`src/rtl/globset_range_stream_parser_macros.svh`:
```
// Assertion macros shared by the range stream parser RTL.
`ifndef GLOBSET_RANGE_STREAM_PARSER_MACROS_SVH
`define GLOBSET_RANGE_STREAM_PARSER_MACROS_SVH

// Same-cycle implication, disabled while reset is asserted.
`define GSRP_ASSERT_IMP(label, clk, rst_n, ante, cons, msg) \
    label: assert property (@(posedge clk) disable iff (!rst_n) (ante) |-> (cons)) \
        else $error(msg);

// Next-cycle implication, disabled while reset is asserted.
`define GSRP_ASSERT_NEXT(label, clk, rst_n, ante, cons, msg) \
    label: assert property (@(posedge clk) disable iff (!rst_n) (ante) |=> (cons)) \
        else $error(msg);

`endif

```
`src/rtl/gsrp_pkg.sv`:
```
// Shared constants and types of the range stream parser.
package gsrp_pkg;

    // Prefix stack depth in bytes, and the most results one item can cause.
    localparam int STACK_DEPTH      = 6;
    localparam int MAX_RESULTS      = 5;
    localparam int DEF_COUNTER_BITS = 16;

    // Command bytes.
    localparam logic [7:0] CMD_END     = 8'h00;
    localparam logic [7:0] CMD_BITMASK = 8'h42;
    localparam logic [7:0] CMD_POP     = 8'h50;
    localparam logic [7:0] CMD_RANGE   = 8'h52;

    // Result kinds.
    typedef enum logic [1:0] {
        KIND_RANGE    = 2'd0,
        KIND_COMPLETE = 2'd1,
        KIND_ERROR    = 2'd2
    } kind_t;

    // Runs found in a bitmask command: run bounds are 9-bit offsets.
    typedef struct packed {
        logic [2:0]                  count;
        logic [MAX_RESULTS-1:0][8:0] lo;
        logic [MAX_RESULTS-1:0][8:0] hi;
    } run_set_t;

endpackage

```
`src/rtl/gsrp_mask_runs.sv`:
```
// Run extraction for the bitmask command: start value plus mask byte.
module gsrp_mask_runs (
    input  logic [7:0]          start_i,
    input  logic [7:0]          mask_i,
    output gsrp_pkg::run_set_t  runs_o
);

    // Bit j+1 of the padded vector is position start+j; position start is always set.
    always_comb begin
        logic [10:0] ext;
        logic [2:0]  idx;
        logic [8:0]  pos;
        ext    = {1'b0, mask_i, 1'b1, 1'b0};
        idx    = 3'd0;
        runs_o = '0;
        for (int j = 0; j < 9; j++) begin
            pos = 9'(start_i) + 9'(j);
            // open a run where a set bit follows a clear one
            if (ext[j+1] && !ext[j]) begin
                runs_o.lo[idx] = pos;
            end
            // close a run where a set bit precedes a clear one
            if (ext[j+1] && !ext[j+2]) begin
                runs_o.hi[idx] = pos;
                idx = idx + 3'd1;
            end
        end
        runs_o.count = idx;
    end

endmodule

```
`src/rtl/globset_range_stream_parser.sv`:
```
// Top level of the range stream parser: command decode, prefix stack and result buffer.
// Takes one command byte per cycle while s_tready is high and decodes it in a single
// registered pass. A byte causes zero or one result in most cases; its results are held
// in a small result buffer and leave on the single result port one per cycle while
// m_tready is high. A byte with no result does not hold off the next item; a byte with
// results (a bitmask command gives up to five) holds it off until its last one leaves,
// and the next item may enter in that cycle. There is no start-up pass after reset.
module globset_range_stream_parser #(
    parameter int COUNTER_BITS = gsrp_pkg::DEF_COUNTER_BITS
) (
    input  logic         aclk,
    input  logic         aresetn,
    // input channel
    input  logic         s_tvalid,
    output logic         s_tready,
    input  logic [7:0]   s_tdata,   // [7:0] data_byte
    input  logic         s_tlast,   // buffer_end
    // result channel
    output logic         m_tvalid,
    input  logic         m_tready,
    output logic [127:0] m_tdata,   // [47:0] range_low, [95:48] range_high,
                                    // [111:96] range_total, [127:112] bytes_used
    output logic [1:0]   m_tuser,   // [1:0] kind
    output logic         m_tlast    // last
);

    localparam int                DEPTH   = gsrp_pkg::STACK_DEPTH;
    localparam int                NRES    = gsrp_pkg::MAX_RESULTS;
    localparam logic [COUNTER_BITS-1:0] CNT_MAX = {COUNTER_BITS{1'b1}};

    typedef enum logic [2:0] {
        PH_CMD    = 3'd0,
        PH_PUSH   = 3'd1,
        PH_LOW    = 3'd2,
        PH_HIGH   = 3'd3,
        PH_BSTART = 3'd4,
        PH_BMASK  = 3'd5
    } phase_t;

    // Parser state
    logic [7:0]              prefix_bytes_reg  [DEPTH];
    logic [7:0]              prefix_bytes_next [DEPTH];
    logic [2:0]              entry_lengths_reg [DEPTH];
    logic [2:0]              entry_lengths_next[DEPTH];
    logic [2:0]              entry_count_reg,  entry_count_next;
    logic [2:0]              prefix_total_reg, prefix_total_next;
    phase_t                  phase_reg,        phase_next;
    logic [2:0]              bytes_left_reg,   bytes_left_next;
    logic [47:0]             low_collect_reg,  low_collect_next;
    logic [47:0]             high_collect_reg, high_collect_next;
    logic [7:0]              mask_start_reg,   mask_start_next;
    logic [COUNTER_BITS-1:0] range_counter_reg, range_counter_next;
    logic [COUNTER_BITS-1:0] byte_counter_reg,  byte_counter_next;

    // Result buffer
    logic [47:0]             res_low_reg  [NRES];
    logic [47:0]             res_low_next [NRES];
    logic [47:0]             res_high_reg [NRES];
    logic [47:0]             res_high_next[NRES];
    gsrp_pkg::kind_t         kind_reg,  kind_next;
    logic [15:0]             total_reg, total_next;
    logic [15:0]             used_reg,  used_next;
    logic [2:0]              res_count_reg, res_count_next;
    logic [2:0]              rd_idx_reg;

    // Handshake
    logic                    in_accept;
    logic                    out_take;
    logic                    last_take;

    // Decode helpers
    gsrp_pkg::run_set_t      runs;
    logic [47:0]             prefix_cur;
    logic [47:0]             mask_base;
    logic [2:0]              pos_push;
    logic [2:0]              pos_col;
    logic [2:0]              left_dec;
    logic [2:0]              count_dec;
    logic [2:0]              n_rng;
    logic [47:0]             rng_low [NRES];
    logic [47:0]             rng_high[NRES];
    logic                    is_done;
    logic                    is_err;
    logic [COUNTER_BITS:0]   range_sum;
    logic [31:0]             range_wide;
    logic [31:0]             byte_wide;

    gsrp_mask_runs u_runs (
        .start_i (mask_start_reg),
        .mask_i  (s_tdata),
        .runs_o  (runs)
    );

    // Accept an item when the buffer is empty or its last result leaves now
    assign out_take  = m_tvalid && m_tready;
    assign last_take = out_take && (rd_idx_reg == res_count_reg - 3'd1);
    assign s_tready  = (res_count_reg == 3'd0) || last_take;
    assign in_accept = s_tvalid && s_tready;

    // Present the result at the read index
    assign m_tvalid = (res_count_reg != 3'd0);
    assign m_tdata  = {used_reg, total_reg, res_high_reg[rd_idx_reg], res_low_reg[rd_idx_reg]};
    assign m_tuser  = kind_reg;
    assign m_tlast  = (rd_idx_reg == res_count_reg - 3'd1);

    // Assemble the prefix value from the bytes below the stack top
    always_comb begin
        prefix_cur = '0;
        for (int i = 0; i < DEPTH; i++) begin
            if (3'(i) < prefix_total_reg) begin
                prefix_cur[8*i +: 8] = prefix_bytes_reg[i];
            end
        end
    end

    assign mask_base = {prefix_cur[39:0], 8'h00};
    assign pos_push  = prefix_total_reg - bytes_left_reg;
    assign pos_col   = 3'(DEPTH) - bytes_left_reg;
    assign left_dec  = bytes_left_reg - 3'd1;
    assign count_dec = entry_count_reg - 3'd1;

    // Decode one byte against the current phase
    always_comb begin
        prefix_bytes_next  = prefix_bytes_reg;
        entry_lengths_next = entry_lengths_reg;
        entry_count_next   = entry_count_reg;
        prefix_total_next  = prefix_total_reg;
        phase_next         = phase_reg;
        bytes_left_next    = bytes_left_reg;
        low_collect_next   = low_collect_reg;
        high_collect_next  = high_collect_reg;
        mask_start_next    = mask_start_reg;
        n_rng              = 3'd0;
        is_done            = 1'b0;
        is_err             = 1'b0;
        for (int k = 0; k < NRES; k++) begin
            rng_low[k]  = '0;
            rng_high[k] = '0;
        end

        unique case (phase_reg)
            PH_PUSH: begin
                if (pos_push < 3'(DEPTH)) begin
                    prefix_bytes_next[pos_push] = s_tdata;
                end
                bytes_left_next = left_dec;
                if (left_dec == 3'd0) begin
                    phase_next = PH_CMD;
                    // full stack: emit a singleton and drop the top entry
                    if (prefix_total_reg == 3'(DEPTH)) begin
                        n_rng       = 3'd1;
                        rng_low[0]  = {prefix_bytes_next[5], prefix_bytes_next[4],
                                       prefix_bytes_next[3], prefix_bytes_next[2],
                                       prefix_bytes_next[1], prefix_bytes_next[0]};
                        rng_high[0] = rng_low[0];
                        if (entry_count_reg != 3'd0 && entry_count_reg <= 3'(DEPTH)) begin
                            entry_count_next  = count_dec;
                            prefix_total_next = prefix_total_reg
                                                - entry_lengths_reg[count_dec];
                        end
                    end
                end
            end
            PH_LOW, PH_HIGH: begin
                if (pos_col < 3'(DEPTH)) begin
                    if (phase_reg == PH_LOW) begin
                        low_collect_next[{pos_col, 3'b000} +: 8] =
                            low_collect_reg[{pos_col, 3'b000} +: 8] | s_tdata;
                    end else begin
                        high_collect_next[{pos_col, 3'b000} +: 8] =
                            high_collect_reg[{pos_col, 3'b000} +: 8] | s_tdata;
                    end
                end
                bytes_left_next = left_dec;
                if (left_dec == 3'd0) begin
                    if (phase_reg == PH_LOW) begin
                        phase_next      = PH_HIGH;
                        bytes_left_next = 3'(DEPTH) - prefix_total_reg;
                    end else begin
                        phase_next  = PH_CMD;
                        n_rng       = 3'd1;
                        rng_low[0]  = low_collect_reg;
                        rng_high[0] = high_collect_next;
                    end
                end
            end
            PH_BSTART: begin
                mask_start_next = s_tdata;
                phase_next      = PH_BMASK;
            end
            PH_BMASK: begin
                n_rng = runs.count;
                for (int k = 0; k < NRES; k++) begin
                    rng_low[k]  = mask_base | 48'(runs.lo[k]);
                    rng_high[k] = mask_base | 48'(runs.hi[k]);
                end
                phase_next = PH_CMD;
            end
            default: begin
                // expect a command
                priority if (s_tdata == gsrp_pkg::CMD_END) begin
                    is_done = 1'b1;
                end else if (s_tdata >= 8'd1 && s_tdata <= 8'(DEPTH)) begin
                    if ((4'(prefix_total_reg) + 4'(s_tdata[2:0]) > 4'(DEPTH))
                        || (entry_count_reg >= 3'(DEPTH))) begin
                        is_err = 1'b1;
                    end else begin
                        entry_lengths_next[entry_count_reg] = s_tdata[2:0];
                        entry_count_next  = entry_count_reg + 3'd1;
                        prefix_total_next = prefix_total_reg + s_tdata[2:0];
                        bytes_left_next   = s_tdata[2:0];
                        phase_next        = PH_PUSH;
                    end
                end else if (s_tdata == gsrp_pkg::CMD_POP) begin
                    if (entry_count_reg == 3'd0 || entry_count_reg > 3'(DEPTH)) begin
                        is_err = 1'b1;
                    end else begin
                        entry_count_next  = count_dec;
                        prefix_total_next = prefix_total_reg - entry_lengths_reg[count_dec];
                    end
                end else if (s_tdata == gsrp_pkg::CMD_RANGE) begin
                    if (prefix_total_reg >= 3'(DEPTH)) begin
                        is_err = 1'b1;
                    end else begin
                        low_collect_next  = prefix_cur;
                        high_collect_next = prefix_cur;
                        bytes_left_next   = 3'(DEPTH) - prefix_total_reg;
                        phase_next        = PH_LOW;
                    end
                end else if (s_tdata == gsrp_pkg::CMD_BITMASK) begin
                    phase_next = PH_BSTART;
                end else begin
                    is_err = 1'b1;
                end
            end
        endcase

        // Advance the saturating counters
        range_sum = {1'b0, range_counter_reg} + (COUNTER_BITS+1)'(n_rng);
        range_counter_next = range_sum[COUNTER_BITS] ? CNT_MAX : range_sum[COUNTER_BITS-1:0];
        byte_counter_next  = (byte_counter_reg == CNT_MAX) ? CNT_MAX
                                                           : byte_counter_reg + COUNTER_BITS'(1);
        range_wide = 32'(range_counter_next);
        byte_wide  = 32'(byte_counter_next);

        // Build the result set of this item
        res_count_next = n_rng;
        kind_next      = gsrp_pkg::KIND_RANGE;
        total_next     = 16'd0;
        used_next      = 16'd0;
        res_low_next   = rng_low;
        res_high_next  = rng_high;
        if (is_done || is_err || s_tlast) begin
            res_count_next   = 3'd1;
            res_low_next[0]  = '0;
            res_high_next[0] = '0;
            if (is_done) begin
                kind_next  = gsrp_pkg::KIND_COMPLETE;
                total_next = (range_wide > 32'h0000_FFFF) ? 16'hFFFF : range_wide[15:0];
                used_next  = (byte_wide > 32'h0000_FFFF) ? 16'hFFFF : byte_wide[15:0];
            end else begin
                kind_next = gsrp_pkg::KIND_ERROR;
            end
            // restart the parser
            entry_count_next   = 3'd0;
            prefix_total_next  = 3'd0;
            phase_next         = PH_CMD;
            bytes_left_next    = 3'd0;
            range_counter_next = '0;
            byte_counter_next  = '0;
        end
    end

    // Hold parser state and the result buffer
    always_ff @(posedge aclk) begin
        if (!aresetn) begin
            entry_count_reg   <= 3'd0;
            prefix_total_reg  <= 3'd0;
            phase_reg         <= PH_CMD;
            bytes_left_reg    <= 3'd0;
            range_counter_reg <= '0;
            byte_counter_reg  <= '0;
            res_count_reg     <= 3'd0;
            rd_idx_reg        <= 3'd0;
        end else if (in_accept) begin
            prefix_bytes_reg  <= prefix_bytes_next;
            entry_lengths_reg <= entry_lengths_next;
            entry_count_reg   <= entry_count_next;
            prefix_total_reg  <= prefix_total_next;
            phase_reg         <= phase_next;
            bytes_left_reg    <= bytes_left_next;
            low_collect_reg   <= low_collect_next;
            high_collect_reg  <= high_collect_next;
            mask_start_reg    <= mask_start_next;
            range_counter_reg <= range_counter_next;
            byte_counter_reg  <= byte_counter_next;
            res_low_reg       <= res_low_next;
            res_high_reg      <= res_high_next;
            kind_reg          <= kind_next;
            total_reg         <= total_next;
            used_reg          <= used_next;
            res_count_reg     <= res_count_next;
            rd_idx_reg        <= 3'd0;
        end else if (last_take) begin
            res_count_reg <= 3'd0;
            rd_idx_reg    <= 3'd0;
        end else if (out_take) begin
            rd_idx_reg <= rd_idx_reg + 3'd1;
        end
    end

    `include "globset_range_stream_parser_macros.svh"

    `GSRP_ASSERT_IMP(a_rd_idx_in_set, aclk, aresetn, res_count_reg != 3'd0, rd_idx_reg < res_count_reg, "read index past result count")
    `GSRP_ASSERT_IMP(a_set_single_status, aclk, aresetn, res_count_reg != 3'd0 && kind_reg != gsrp_pkg::KIND_RANGE, res_count_reg == 3'd1, "status result shares its set")
    `GSRP_ASSERT_IMP(a_stack_consistent, aclk, aresetn, 1'b1, entry_count_reg <= prefix_total_reg && prefix_total_reg <= 3'(DEPTH), "prefix stack bookkeeping broken")
    `GSRP_ASSERT_NEXT(a_restart_on_end, aclk, aresetn, in_accept && s_tlast, phase_reg == PH_CMD && entry_count_reg == 3'd0, "parser not restarted at buffer end")

endmodule
```
`config.mk`:
```
export PLATFORM = sky130hd
export DESIGN_NAME = globset_range_stream_parser
export DESIGN_NICKNAME = d
export VERILOG_FILES = /design/src/rtl/gsrp_pkg.sv /design/src/rtl/gsrp_mask_runs.sv /design/src/rtl/globset_range_stream_parser.sv
export VERILOG_INCLUDE_DIRS = /design/src /design/src/rtl
export SDC_FILE = /design/constraint.sdc
export NUM_CORES = 1
export LEC_CHECK = 0
export ABC_AREA = 1
export ABC_CLOCK_PERIOD_IN_PS = 7800
export BUFFER_PORTS_ARGS = -buffer_cell sky130_fd_sc_hd__buf_2
export CAP_MARGIN = 20
export CORE_MARGIN = 2
export CORE_UTILIZATION = 50
export CTS_BUF_LIST = sky130_fd_sc_hd__clkbuf_2
export DETAILED_ROUTE_END_ITERATION = 10
export PLACE_DENSITY_LB_ADDON = 0.2
export SYNTH_ARGS = -nofsm -noshare
export SYNTH_HDL_FRONTEND = slang
export SYNTH_HIERARCHICAL = 1
export SYNTH_SLANG_ARGS = --single-unit
```
`constraint.sdc`:
```
create_clock -name aclk -period 7.8 [get_ports aclk]
set_input_delay 0 -clock aclk [delete_from_list [all_inputs] [get_ports aclk]]
set_output_delay 0 -clock aclk [all_outputs]
set_load 0.01 [all_outputs]
```
# --- Yosys cells after proc, flatten, opt, wreduce, memory -nomap -nowiden ---
# Cells that the tools add are included.
# W data, S select, Z words.
classes:
  add_sub_neg: 30
  n_lt_le_gt_ge: 37
  eq_ne: 34
  shift: 5
  mux: 165
  bitwise: 21
  n_reduce_logical: 69
ops:
  columns: ["op", "count"]
  rows:
  - ["$mux W48", 20]
  - ["$bwmux W45", 15]
  - ["$mux W45", 15]
  - ["$or A48 B9 Y48", 10]
  - ["$bmux W48 S3", 2]
  - ["$pmux W48 S3", 2]
  - ["$demux W9 S3", 8]
  - ["$pmux W48 S2", 2]
  - ["$mux W3", 51]
  - ["$bwmux W48", 3]
  - ["$shiftx A48 B7 Y8", 2]
  - ["$shiftx A8 B8 Y48", 2]
  - ["$mux W9", 8]
  - ["$mux W16", 4]
  - ["$mux W8", 8]
  - ["$shift A8 B8 Y48 const A", 1]
  - ["$add A8 B3 Y9 const B", 4]
  - ["$logic_and A1 B1 Y1", 29]
  - ["$lt A3 B4 Y1 const B", 7]
  - ["$add A3 B1 Y3 const B", 9]
  - ["$demux W8 S3", 1]
  - ["$eq A8 B7 Y1 const B", 3]
  - ["$ge A3 B1 Y1 const B", 7]
  - ["$add A8 B2 Y9 const B", 2]
  - ["other kinds (71)", 146]
totals:
  regBits: 734
  out_inout_bits: 133

# --- Longest topological paths before layout ---
depth:
  word_depth: 23
  depth_mapped: 38
  mapped_depth_nobuf: 37

# --- Cells and area by module ---
# The synthesis kept the hierarchy.
modules_own_cells:
  columns: ["module", "instances", "cells_each", "area_per_inst_um2", "seq_area_each_um2"]
  rows:
  - ["globset_range_stream_parser", 1, 2874, 24661.2, 13342.8]
  - ["gsrp_mask_runs", 1, 1199, 5705.5, 0.0]

# --- Worst setup path after synthesis ---
# Ideal clock, no wire load.
synth_path:
  path_kind: "register to register"
  from: "register res_count_reg[0]"
  to: "register res_count_reg[0]"
  setup_time_ns: 0.092
  t_arrival_ns: 6.730
  setup_slack_ns: 0.978
  stages_incl_launch_ff: 13
  path_buffers: 0
  synth_period_minus_slack_ns: 6.822
  cell_sequence: "dfxtp_1 inv_1 ha_1 xnor2_1 nor2_1 nand3_1 nand2_1 nand2_2 inv_2 nand2_2 inv_1 o21ai_0 o21ai_0"
synth_via:
  elab_chain_len: 6
synth_rtl:
  columns: ["element", "line", "text"]
  rows:
  - ["start: declaration", "globset_range_stream_parser.sv:63", "logic [2:0] res_count_reg, res_count_next;"]
  - ["start signal: assignment", "globset_range_stream_parser.sv:302", "res_count_reg <= res_count_next;"]
  - ["$sub A3 B1 Y3 / $reduce_bool A3 Y1 (equally long branches)", "globset_range_stream_parser.sv:96, globset_range_stream_parser.sv:101", null]
  - ["$eq A3 B3 Y1 / $logic_and A1 B1 Y1 (equally long branches)", "globset_range_stream_parser.sv:96, globset_range_stream_parser.sv:95", null]
  - ["$logic_and A1 B1 Y1", "globset_range_stream_parser.sv:96", "assign last_take = out_take && (rd_idx_reg == res_count_reg - 3'd1);"]
  - ["$logic_or A1 B1 Y1 (*)", "globset_range_stream_parser.sv:97", "assign s_tready = (res_count_reg == 3'd0) || last_take;"]
  - ["via s_tready", "globset_range_stream_parser.sv:15", "output logic s_tready,"]
  - ["$logic_and A1 B1 Y1 (*)", "globset_range_stream_parser.sv:98", "assign in_accept = s_tvalid && s_tready;"]
  - ["$mux W3 / $reduce_bool A2 Y1 (equally long branches)", null, null]
# Mark *: on every way through the listed nets, which the timed path passes. The rest lies on a longest branch.
# A chain may end at the register's enable or synchronous reset.

==> flow_summary.ini <==
[synthesis]
ys.flop_type = edfxtp_1
synth_seq_cells = 461
yosysSeqAreaShare_pct = 43.9
yosysWarnings = 6
synth_nets = 4135
syn_area_per_cell_um2 = 7.46
synth_top_area_share_pct = 40.6
ys_types = 51
synth_area_leader_cell = edfxtp_1
syn-instance-count = 4073
synthTopCellsByArea = edfxtp_1 41%, nand2_1 14%, nand3_1 6.8%
synth_area_um2 = 30400
ys_async_sr_fraction_pct = 0
synth_edf_count = 411

[routing]
wl_um = 114000
drtPass1Iterations = 8
viasPerCell = 5.90
drtAntennaViolNets = 0
drc_errors = 0
routedWlPerCell_um = 22.3
first_iter_violations = 4309
via_count = 30100

[grt]
grt.total_usage_pct = 35.5
grt_pass1_vias = 27100
grt.overflow.total = 0
grt_pass1_wl_um = 169000
antenna_found_initial = 5
grt_start_max_net_pins = 164

[worst_setup_path]
start_kind = input pin
cp-end-kind = register
critical_path_class = input pin to register
crit_top_cell = nand2_1
slowest_stage = dlygate4sd3_1
worstPathRequired_ns = 8.75
cp_max_fo = 17
crit_arrival_ns = 7.39
slowest_delay_ns = 0.55
cp_top_family = simple AND/OR/NAND/NOR gates
cp_num_buf_inv = 10

[cells_and_area]
layout_commonest_cell = nand2_1
fin_cells = 5097
drive_gt1_share_pct = 13.0
final_nets = 4279
final_cell_mix = 1123 x nand2_1, 427 x inv_1, 413 x nand3_1, 411 x edfxtp_1, 360 x o21ai_0
n_fill_cell = 5930
syn2layout_area_growth_pct = 8.86
largest_reg_flops = 123

[timing]
finalHoldViolCount = 0
slew_violations = 0
finalSetupViolCount = 0
period_minus_slack_ns = 6.44
min_period_over_period_pct = 82.5
fin_setup_tns_ns = 0
rsz0062_at_grt = false
max_freq_ghz = 0.155
fin_skew_ns = 0.0859
max_slew.worst_pin.slew_ns = 1.31
slew_headroom_pct = 12.6

[clock_tree]
insertion_delay_ns = 1.22
cts_resized = 0
cts_buffers = 117
clkTransAtPathRegs_ns = 0.12
root_buffer = clkbuf_2
cts_hold_buf = 32
cts_max_path_buffers = 3
htree_levels = 3
clock_sinks = 461
post-cts-setup-buffer-count = 0
cts_tree = built

[min_path]
min_path_type = input pin to register

[floorplanning]
dieArea_um2 = 62700
fp.coreArea_um2 = 60200
io_pins = 146
die_h_um = 250
die_x_um = 250
rows = 90
initial_core_util_pct = 50.4

[placement]
hpwl_um = 81800
dp.cells = 4846
place.gp.congestion = 1.00
portBuffers = 145

[power]
vdd_drop_max_v = 0.000123
p_leak_nw = 13.8
powerDensity_nw_per_um2 = 162

[status]
status = completed

[run]
cap_viol_max_count = 0
[cell usage after synthesis (all sizes together), types with 45 or more instances]
master and n:
a21oi 232, buf 80, clkbuf 117, dfxtp 50, edfxtp 411, ha 45, inv 466, nand2 1154
nand3 427, nand4 52, nor2 373, o21ai 388, o22ai 71
[layout make-up]
type                            count  area, um^2  area share (%)
Clock buffer                      154         771            2.33
Clock inverter                     60         334            1.01
Sequential cell                   461       13300            40.4
Multi-Input combinational cell   2937       14400            43.5
Antenna cell                        3        7.51          0.0227
Timing Repair Buffer              222        1430            4.32
Tap cell                          782         978            2.96
Inverter                          478        1800            5.45
[through the flow]
step	power, mW	utilization [%]	area, um^2	hold slack (ns)	setup slack (ns)
after floorplan	3.36	-	30400	0.0989	0.978
after global placement	3.63	52.4	31600	0.375	1.27
after detailed placement	3.63	52.4	31600	0.385	1.15
after CTS	5.33	54.8	33000	0.0147	1.53
after global routing	5.56	54.9	33100	0.0741	1.04
final	5.35	54.9	33100	0.162	1.36
[power breakdown]
| group | internal [mW] | switching, mW |
|---|---|---|
| registers | 2.73 | 0.0226 |
| logic | 0.231 | 0.652 |
| clock network | 0.632 | 1.09 |
[worst reg2reg max path: stages (launching register included)]
cell and delay [ns]:
dfxtp_4 0.58, inv_2 0.06, buf_4 0.31, ha_1 0.35, xnor2_1 0.33, nand2_1 0.27
inv_1 0.23, nand3_1 0.18, a21oi_1 0.56, ha_1 0.32, fa_1 0.21, a21oi_1 0.09
nand2b_1 0.22, nor3_1 0.29, nand2_1 0.18, inv_2 0.23, a21oi_1 0.06, o21ai_0 0.10
nand3_1 0.09, o21ai_0 0.11
[worst paths after layout]
| check | cells after the start | slack [ns] | endpoint | start |
|---|---|---|---|---|
| max | 38 | 1.36 | total_reg[6]$_SDFFCE_PN0P_ | s_tdata[0] |
| max reg2reg | 19 | 2.93 | range_counter_reg[5]$_SDFFE_PN0P_ | bytes_left_reg[0]$_SDFFE_PN0P_ |
| min reg2reg | 2 | 0.47 | phase_reg[0]$_SDFFE_PN0P_ | phase_reg[0]$_SDFFE_PN0P_ |
| min | 6 | 0.16 | res_count_reg[1]$_SDFFE_PN0P_ | s_tdata[7] |
[routing by layer]
| metal | up-vias | wire (um) | GRT usage, % |
|---|---|---|---|
| li1 | 14000 | - | - |
| met1 | 14000 | 48500 | 52.1 |
| met2 | 1861 | 48000 | 51.7 |
| met3 | 217 | 14000 | 8.85 |
| met4 | 2 | 3210 | 10.8 |
| met5 | - | 12 | 0 |
[cell families after synthesis]
kind of cell             share of synthesized area [%]
flip-flops                                        43.9
AND/OR/NAND/NOR                                   29.4
AO/OA/AOI/OAI                                     14.2
adder cells (fa/ha/maj)                           2.12
buffers and inverters                             8.86
XOR/XNOR                                          1.50
multiplexers                                    0.0330
Power figures use the tool's default switching activity.
